**src/rtl/tam_pkg.sv**
```systemverilog
// Shared types and field widths for the three-axis moving average.
package tam_pkg;

    // Width of one sample or one mean on each axis.
    localparam int SAMPLE_W = 16;

    // Number of axes carried per transfer.
    localparam int AXES = 3;

    // One three-axis gyro sample.
    typedef struct packed {
        logic signed [SAMPLE_W-1:0] sample_x;
        logic signed [SAMPLE_W-1:0] sample_y;
        logic signed [SAMPLE_W-1:0] sample_z;
    } t_sample;

    // One three-axis windowed mean.
    typedef struct packed {
        logic signed [SAMPLE_W-1:0] mean_x;
        logic signed [SAMPLE_W-1:0] mean_y;
        logic signed [SAMPLE_W-1:0] mean_z;
    } t_mean;

endpackage

```
**src/rtl/three_axis_moving_average.sv**
```systemverilog
// Top level of the three-axis boxcar moving average over a ring memory of samples.
// A sample is registered, added into the running sums and then passes the divider stages.
// Throughput: one sample per cycle unless the output is held; ring reads and writes share
// an address within the same cycle, so successive samples never wait on each other.
// Reset: synchronous, active low; clears the pointer, the running sums, the pipeline
// valid flags and one valid bit per ring entry, so unwritten entries read as zero.
module three_axis_moving_average #(
    parameter int WINDOW = 25
) (
    input  logic             i_clk,
    input  logic             i_rst_n,
    input  logic             i_in_valid,
    output logic             o_in_stall,
    input  tam_pkg::t_sample i_in_data,
    output logic             o_out_valid,
    input  logic             i_out_stall,
    output tam_pkg::t_mean   o_out_data
);

    localparam int PTR_W = (WINDOW > 1) ? $clog2(WINDOW) : 1;
    localparam int SUM_W = $clog2(WINDOW) + tam_pkg::SAMPLE_W;

    logic                     en;
    logic                     accept;
    logic [PTR_W-1:0]         r_ptr;
    logic [PTR_W-1:0]         n_ptr;
    tam_pkg::t_sample         r_hist [WINDOW];
    logic [WINDOW-1:0]        r_hvld;
    logic                     r_s1_vld;
    tam_pkg::t_sample         r_s1_new;
    tam_pkg::t_sample         r_s1_old;
    logic                     r_s1_oldok;
    tam_pkg::t_sample         old_smp;
    logic                     r_s2_vld;
    logic                     r_s3_vld;
    logic signed [SUM_W-1:0]  r_sum [tam_pkg::AXES];
    logic signed [SUM_W-1:0]  n_sum [tam_pkg::AXES];
    logic signed [tam_pkg::SAMPLE_W-1:0] new_ax [tam_pkg::AXES];
    logic signed [tam_pkg::SAMPLE_W-1:0] old_ax [tam_pkg::AXES];
    logic signed [tam_pkg::SAMPLE_W-1:0] mean_ax [tam_pkg::AXES];

    // The whole pipeline moves together unless a finished result is held up.
    assign en         = !(o_out_valid && i_out_stall);
    assign o_in_stall = !en;
    assign accept     = i_in_valid && en;

    // Ring pointer wraps at the window length.
    assign n_ptr = (r_ptr == PTR_W'(WINDOW - 1)) ? '0 : r_ptr + PTR_W'(1);

    always_ff @(posedge i_clk) begin
        if (!i_rst_n) begin
            r_ptr  <= '0;
            r_hvld <= '0;
        end else if (accept) begin
            r_ptr         <= n_ptr;
            r_hvld[r_ptr] <= 1'b1;
        end
    end

    // Ring memory: read the oldest sample and overwrite it with the new one.
    always_ff @(posedge i_clk) begin
        if (accept) begin
            r_s1_old      <= r_hist[r_ptr];
            r_hist[r_ptr] <= i_in_data;
            r_s1_oldok    <= r_hvld[r_ptr];
        end
    end

    always_ff @(posedge i_clk) begin
        if (en) begin
            r_s1_new <= i_in_data;
        end
    end

    // An entry never written since reset counts as zero.
    assign old_smp = r_s1_oldok ? r_s1_old : '0;

    assign new_ax[0] = r_s1_new.sample_x;
    assign new_ax[1] = r_s1_new.sample_y;
    assign new_ax[2] = r_s1_new.sample_z;
    assign old_ax[0] = old_smp.sample_x;
    assign old_ax[1] = old_smp.sample_y;
    assign old_ax[2] = old_smp.sample_z;

    // Running sums: add the new sample, remove the one it replaced.
    always_comb begin
        for (int a = 0; a < tam_pkg::AXES; a++) begin
            n_sum[a] = r_sum[a] + SUM_W'(new_ax[a]) - SUM_W'(old_ax[a]);
        end
    end

    always_ff @(posedge i_clk) begin
        if (!i_rst_n) begin
            for (int a = 0; a < tam_pkg::AXES; a++) begin
                r_sum[a] <= '0;
            end
        end else if (en && r_s1_vld) begin
            for (int a = 0; a < tam_pkg::AXES; a++) begin
                r_sum[a] <= n_sum[a];
            end
        end
    end

    // Pipeline valid flags.
    always_ff @(posedge i_clk) begin
        if (!i_rst_n) begin
            r_s1_vld    <= 1'b0;
            r_s2_vld    <= 1'b0;
            r_s3_vld    <= 1'b0;
            o_out_valid <= 1'b0;
        end else if (en) begin
            r_s1_vld    <= i_in_valid;
            r_s2_vld    <= r_s1_vld;
            r_s3_vld    <= r_s2_vld;
            o_out_valid <= r_s3_vld;
        end
    end

    // Division by the window length, one unit per axis.
    for (genvar g = 0; g < tam_pkg::AXES; g++) begin : g_div
        tam_div #(
            .WINDOW (WINDOW),
            .SUM_W  (SUM_W)
        ) u_div (
            .i_clk  (i_clk),
            .i_en   (en),
            .i_sum  (r_sum[g]),
            .o_mean (mean_ax[g])
        );
    end

    assign o_out_data.mean_x = mean_ax[0];
    assign o_out_data.mean_y = mean_ax[1];
    assign o_out_data.mean_z = mean_ax[2];

    // The ring pointer always names a slot inside the window.
    a_ptr_range: assert property (@(posedge i_clk) disable iff (!i_rst_n)
        r_ptr <= PTR_W'(WINDOW - 1))
        else $error("ring pointer outside the window");

    // A held result stops new transfers on the input side.
    a_stall_back: assert property (@(posedge i_clk) disable iff (!i_rst_n)
        (o_out_valid && i_out_stall) |-> o_in_stall)
        else $error("input accepted while the output is held");

    // An accepted sample enters the first stage and advances the pointer.
    a_accept_s1: assert property (@(posedge i_clk) disable iff (!i_rst_n)
        (i_in_valid && !o_in_stall) |=> (r_s1_vld && r_ptr != $past(r_ptr)))
        else $error("accepted sample lost at the first stage");

    // Sums change only when a sample leaves the first stage.
    a_sum_hold: assert property (@(posedge i_clk) disable iff (!i_rst_n)
        !(r_s1_vld && en) |=> (r_sum[0] == $past(r_sum[0])
                               && r_sum[1] == $past(r_sum[1])
                               && r_sum[2] == $past(r_sum[2])))
        else $error("running sum changed without a sample");

endmodule

```
**src/rtl/tam_div.sv**
```systemverilog
// Two-stage division of a signed running sum by the window length, truncating toward zero.
module tam_div #(
    parameter int WINDOW = 25,
    parameter int SUM_W  = 21
) (
    input  logic                              i_clk,
    input  logic                              i_en,
    input  logic signed [SUM_W-1:0]           i_sum,
    output logic signed [tam_pkg::SAMPLE_W-1:0] o_mean
);

    // Reciprocal with three guard bits, so the estimate is low by at most one.
    localparam int K      = SUM_W + 3;
    localparam int PROD_W = SUM_W + K;
    localparam int Q_W    = tam_pkg::SAMPLE_W + 1;
    localparam logic [K-1:0] RECIP = K'((64'd1 << K) / WINDOW);

    logic [SUM_W-1:0]  n_abs;
    logic [SUM_W-1:0]  r_abs;
    logic              r_neg;
    logic [PROD_W-1:0] r_prod;
    logic [Q_W-1:0]    q_est;
    logic [SUM_W-1:0]  q_times_w;
    logic [SUM_W-1:0]  rem;
    logic [Q_W-1:0]    q_fix;
    logic [Q_W-1:0]    q_signed;

    // Magnitude of the sum; the most negative value maps onto its unsigned magnitude.
    assign n_abs = i_sum[SUM_W-1] ? SUM_W'(-i_sum) : SUM_W'(i_sum);

    // First stage: magnitude times reciprocal.
    always_ff @(posedge i_clk) begin
        if (i_en) begin
            r_abs  <= n_abs;
            r_neg  <= i_sum[SUM_W-1];
            r_prod <= PROD_W'(n_abs) * PROD_W'(RECIP);
        end
    end

    // Correct the estimate by one where the remainder still reaches the window length.
    always_comb begin
        q_est     = r_prod[K +: Q_W];
        q_times_w = SUM_W'(q_est) * SUM_W'(WINDOW);
        rem       = r_abs - q_times_w;
        q_fix     = (rem >= SUM_W'(WINDOW)) ? q_est + Q_W'(1) : q_est;
        q_signed  = r_neg ? Q_W'(-q_fix) : q_fix;
    end

    // Second stage: signed quotient.
    always_ff @(posedge i_clk) begin
        if (i_en) begin
            o_mean <= q_signed[tam_pkg::SAMPLE_W-1:0];
        end
    end

endmodule
```
**config.mk**
```make
export PLATFORM = sky130hd
export DESIGN_NAME = three_axis_moving_average
export DESIGN_NICKNAME = d
export VERILOG_FILES = /design/src/rtl/tam_pkg.sv /design/src/rtl/three_axis_moving_average.sv /design/src/rtl/tam_div.sv
export SDC_FILE = /design/constraint.sdc
export NUM_CORES = 2
export LEC_CHECK = 0
export ABC_AREA = 1
export BUFFER_PORTS_ARGS = -buffer_cell sky130_fd_sc_hd__buf_2
export CAP_MARGIN = 10
export CELL_PAD_IN_SITES_DETAIL_PLACEMENT = 0
export CELL_PAD_IN_SITES_GLOBAL_PLACEMENT = 2
export CORE_ASPECT_RATIO = 0.9
export CORE_UTILIZATION = 35
export CTS_CLUSTER_DIAMETER = 100
export DETAILED_ROUTE_END_ITERATION = 8
export PLACE_DENSITY = 0.78
export SLEW_MARGIN = 10
export SYNTH_ARGS = -nofsm -noshare
export SYNTH_HDL_FRONTEND = slang
export SYNTH_SLANG_ARGS = --single-unit
export TNS_END_PERCENT = 20
```
**constraint.sdc**
```tcl
create_clock -name i_clk -period 19.65 [get_ports i_clk]
set_input_delay 0.9825 -clock i_clk [delete_from_list [all_inputs] [get_ports i_clk]]
set_output_delay 0.9825 -clock i_clk [all_outputs]
set_load 0.02 [all_outputs]
```
# Word level (Yosys, flattened, before mapping)
# Memories as Yosys holds them, arrays and structs flattened. A register that Yosys moved wholly into a read port is not among the register bits.
# Index checks and enable logic that the tools add are counted.
[word_totals]
ff_bits = 308
ramBits = 1263
out_inout_bits = 50
word_cells = 88
n_memories = 2
[op_classes]
n_addsub = 19
mul = 6
n_lt_le_gt_ge = 5
eq_ne = 1
mux = 24
n_bitwise = 4
reduce_logical = 5
[mem_list]
columns = ["name", "words", "word_bits", "read_ports", "rd_ports_with_merged_regs", "write_ports", "line", "rtl"]
rows = [
  ["r_hist", 25, 48, 1, 1, 1, "three_axis_moving_average.sv:27", "tam_pkg::t_sample r_hist [WINDOW];"],
  ["r_sum", 3, 21, 3, 0, 3, "three_axis_moving_average.sv:36", "logic signed [SUM_W-1:0] r_sum [tam_pkg::AXES];"],
]
[op_table]
columns = ["cell", "n"]
rows = [
  ["$mux W21", 6],
  ["$mul A21 B16 Y37 const B", 3],
  ["$mux W16", 6],
  ["$add A21 B16 Y21", 3],
  ["$ge A21 B5 Y1 const B", 3],
  ["$mul A17 B5 Y21 const B", 3],
  ["$neg A21 Y21", 3],
  ["$sub A21 B16 Y21", 3],
  ["$sub A21 B21 Y21", 3],
  ["$add A16 B1 Y16 const B", 3],
  ["$mux W48", 1],
  ["$neg A16 Y16", 3],
  ["$or A25 B25 Y25", 1],
  ["$mux W1", 8],
  ["$lt A5 B6 Y1 const B", 1],
  ["$add A5 B1 Y5 const B", 1],
  ["$bmux W1 S5", 1],
  ["$demux W1 S5", 1],
  ["$eq A5 B5 Y1 const B", 1],
  ["$ge A5 B1 Y1 const B", 1],
  ["$mux W5", 1],
  ["$logic_and A1 B1 Y1", 4],
  ["$or A1 B1 Y1", 3],
  ["$logic_not A1 Y1", 1],
]

# Longest topological paths before layout
[depth]
ltp_word = 7
mapped_depth = 43
mapped_depth_nobuf = 43

# Hierarchy
# Synthesis repeated with hierarchy kept, for this count alone.
[unflattened]
hier_cells = 10095
hier_area_um2 = 99195.1
[modules_own_cells]
columns = ["mod", "instances", "cells_per_inst", "area_each_um2"]
rows = [
  ["three_axis_moving_average", 1, 5104, 59240.6],
  ["tam_div (g_div[1].u_div)", 1, 1702, 13492.9],
  ["tam_div (g_div[2].u_div)", 1, 1633, 13254.0],
  ["tam_div (g_div[0].u_div)", 1, 1656, 13207.7],
]

# Least setup slack after synthesis
# No wires, ideal clock.
[synth_timing]
path_type = "input -> register"
startpoint = "input i_out_stall"
endpoint = "memory r_hist[15][0] in the netlist's numbering (enable)"
setup_time_ps = 517
t_arrival_ps = 9596
required_time_ps = 19133
setup_slack_ps = 9537
cell_stages = 4
cell_sequence = "nand2_1 nand2_1 clkbuf_1 nor3_1"
[synth_via]
elab_chain_cells = 5
[synth_rtl]
columns = ["item", "line", "rtl"]
rows = [
  ["start: declaration", "three_axis_moving_average.sv:16", "input logic i_out_stall,"],
  ["$logic_and A1 B1 Y1", "three_axis_moving_average.sv:43", "assign en = !(o_out_valid && i_out_stall);"],
  ["$logic_not A1 Y1", "three_axis_moving_average.sv:43", ""],
  ["$logic_and A1 B1 Y1", "three_axis_moving_average.sv:45", "assign accept = i_in_valid && en;"],
  ["$mux W1", "three_axis_moving_average.sv:62", "if (accept) begin"],
  ["$mux W1 (implied by the code)", "three_axis_moving_average.sv:64", "r_hist[r_ptr] <= i_in_data;"],
  ["end: declaration", "three_axis_moving_average.sv:27", ""],
]
# No other way between the ends.

==> impl_results.md <==
* Ys async rst share at 0%
* Final setup viols at 0
* Post-Syn Nets at 10,700
* Buf+Inv Stages, Crit Path at 12
* Number of max-cap violations at 0
* Share of the yosys chip area belonging to registers at 48.3%
* Root buf cell: clkbuf_16
* H-tree depth at 4
* Synth top area share at 47.6%
* GRT Util Overall at 19.0%
* Vias in the first global route at 65,200
* Final HPWL DP at 175,000 µm
* Syn_area_per_cell at 10.4 µm²
* Core Footprint at 273,000 µm²
* CTS tree: done
* Tmin final at 8.29 ns
* Drt wl/cell at 20.3 µm
* F_max at 121 MHz
* Post CTS Setup Buffer Count at 0
* First-pass GRT wire length at 404,000 µm
* Post-synth EDFFs at 1,525
* Drc violations at 0
* Resized cells post-CTS at 0
* Worst-skew pair later-pin latency at 0.83 ns
* Crit-path max FO at 11
* Drt total wl at 266,000 µm
* Fin util at 39.0%
* Count of cell types in the netlist at 61
* Total grt overflow at 0
* Slowest stage delay, CP at 0.72 ns
* Post-synthesis register bit count at 1,559
* Setup crit start kind: flip-flop
* DRT Pass-1 Iters at 6
* Largest net degree at the start of global routing at 229
* Slew Limit Fails at 0
* I/O Pins at 102
* Clk_skew at 0.0734 ns
* RR Endpoint: g_div[2].u_div.r_prod[39]$_DFFE_PN_
* Iter 0 DRT Violations at 5,218
* Most frequent CP cell: inv_1
* Initial core utilization at 35.2%
* Outcome: finished, final reports clean
* CTS Hold Bufs at 0
* Data arrival, critical path at 8.80 ns
* Initial antenna violation count at 24
* CTS Buf Count at 178
* Final ANT Viol Nets at 0
* Worst path required time at 20.16 ns
* Cells after Synth at 9,294
* Crit path capture type: flip-flop
* Routed vias at 65,400
* Tcrit/Tclk final at 42.2%
* Cell accounting for the most synthesized area: edfxtp_1
* CP endpoint: g_div[2].u_div.r_prod[39]$_DFFE_PN_
* Port bufs at 101
* Worst path slowest cell: xor2_1
* Post-Syn Area at 96,200 µm²
* Yosys Warn Count at 0
* Via density at 4.99
* TritonCTS Sinks at 1,559
* R2r setup slk at 11.36 ns
* Final hold slack at 0.465 ns
* Slew margin rel. at 11.9%
* Max Root-Sink Buffers at 4
* Cell depth of the worst setup path at 33
* Width of the die at 555 µm
* Critical path type: flip-flop to flip-flop
* R2R depth at 33
* Reg clk slew, reported paths at 0.06 ns
* Final Hold Fails at 0
* Setup WS pre-CTS at 11.48 ns
* Die height at 499 µm
* Final-stage net count at 10,800
* Delay-heaviest family, CP: adder cells
* Main flop type after synthesis: edfxtp_1
* Dominant cells by area after synthesis: edfxtp_1 48%, fa_1 11%, ha_1 10%, inv_1 7.1%, nand2_1 4.4%
* Site Rows at 182
* Setup tns final at 0 ns
* Area grow syn2layout at 10.9%
* Class of the worst hold path: flip-flop to flip-flop
* Die ar. at 277,000 µm²
* RSZ-0062 raised after global routing: false
* Share of cells above drive strength 1 at 6.20%
* Gpl congestion at 0.850
* Tightest Pin Transition at 1.32 ns
* Worst Setup SP: r_sum[0][42]$_SDFFCE_PN0P_
* Worst setup margin at 11.36 ns
* Worst r2r src: r_sum[0][42]$_SDFFCE_PN0P_
-- worst min-delay path by stage --
stage	start	to	slack [ns]	cells past startpoint
floorplan	r_sum[0][20]$_SDFFCE_PN0P_	g_div[0].u_div.r_neg$_DFFE_PN_	0.42	0
global placement	r_hvld[1]$_SDFFE_PN0P_	r_hvld[1]$_SDFFE_PN0P_	0.44	2
detailed placement	r_hvld[6]$_SDFFE_PN0P_	r_hvld[6]$_SDFFE_PN0P_	0.46	2
CTS	r_hvld[18]$_SDFFE_PN0P_	r_hvld[18]$_SDFFE_PN0P_	0.47	2
global route	r_hvld[15]$_SDFFE_PN0P_	r_hvld[15]$_SDFFE_PN0P_	0.49	2
finish	r_hvld[21]$_SDFFE_PN0P_	r_hvld[21]$_SDFFE_PN0P_	0.47	2
-- logic make-up (layout without fill, tap and decap cells) --
logic type | Yosys count | count (layout) | share of synthesized area, %
compound gates | 1570 | 1570 | 9.34
xor+xnor | 207 | 207 | 1.89
fa+ha+maj | 1307 | 1307 | 21.1
buf+inv | 2085 | 2313 | 8.17
flops | 1559 | 1559 | 48.3
other cells | 0 | 5 | 0
simple gates | 2566 | 2566 | 11.2
-- layout make-up --
class	instances	area (µm²)
inverter	1824	6860
antenna	5	12.5
sequential	1559	46500
timing repair buffer	184	1190
clock inverter	88	835
clock buffer	217	4650
fill	26600	167000
multi-input combinational	5650	42100
tap	3588	4490
-- worst reg2reg max path: cells and delay by family, from the launching register on --
kind | cells | cell delay [ns]
AOI/OAI and AO/OA | 5 | 1.18
xor gates and xnor gates | 2 | 0.87
adders and majority gates | 8 | 3.37
buffers and inverters | 12 | 1.16
DFF | 1 | 0.60
and+or+nand+nor | 6 | 0.83
-- cells in the mapped netlist (48+ instances only) --
cell,instances
inv_1,1810
edfxtp_1,1525
nand2_1,1137
nor2_1,960
ha_1,777
o21ai_0,731
fa_1,530
a21oi_1,292
o22ai_1,280
clkbuf_1,244
nand3_1,194
xor2_1,152
nand4_1,98
a221oi_1,55
xnor2_1,54
a22o_1,48
-- stage by stage --
step | cells | area, µm²
after floorplan | 9294 | 96200
after global placement | 12800 | 101000
after detailed placement | 12800 | 101000
after CTS | 13100 | 107000
after global routing | 13100 | 107000
final | 13100 | 107000
-- routing by layer --
metal	vias to the layer above	part of all wire [%]	global-route usage, %	wire length [µm]
li1	31200	-	-	-
met1	32300	47	26.8	124000
met2	1605	46	31.2	123000
met3	314	5.3	2.45	14200
met4	16	1.7	3.65	4600
met5	-	0.035	0	93
-- flip-flops by register name (all words and copies together) (netlist names), 5 cells and up --
name,count
r_hvld,25
g_div.u_div.r_prod,51
g_div.u_div.o_mean,48
r_s1_old,48
r_sum,63
r_ptr,5
g_div.u_div.r_abs,63
r_hist,1200
new_ax,48
-- placed cells by master, fill, tap and decap left out, types with 20 or more instances in the layout --
cell type	instances
ha_1	777
xor2_1	152
o21a_1	22
buf_4	78
nor2_4	41
edfxtp_1	1525
clkinv_2	26
o22ai_1	280
xnor2_1	54
clkbuf_16	179
fa_1	530
dfxtp_1	32
nor3_1	43
o21bai_1	25
clkbuf_1	35
nand3b_1	20
nand2_2	29
inv_1	1807
clkinv_1	33
a22o_1	48
o21ai_0	730
a221oi_1	55
a31oi_1	21
nor2_1	930
nor2_2	20
nand4_1	98
buf_2	101
a21oi_1	292
nand2_1	1135
nand3_1	194
Power is left out: the tool's default activity adds up to more than one toggle a clock period on the data nets, which glitch-free logic cannot reach.
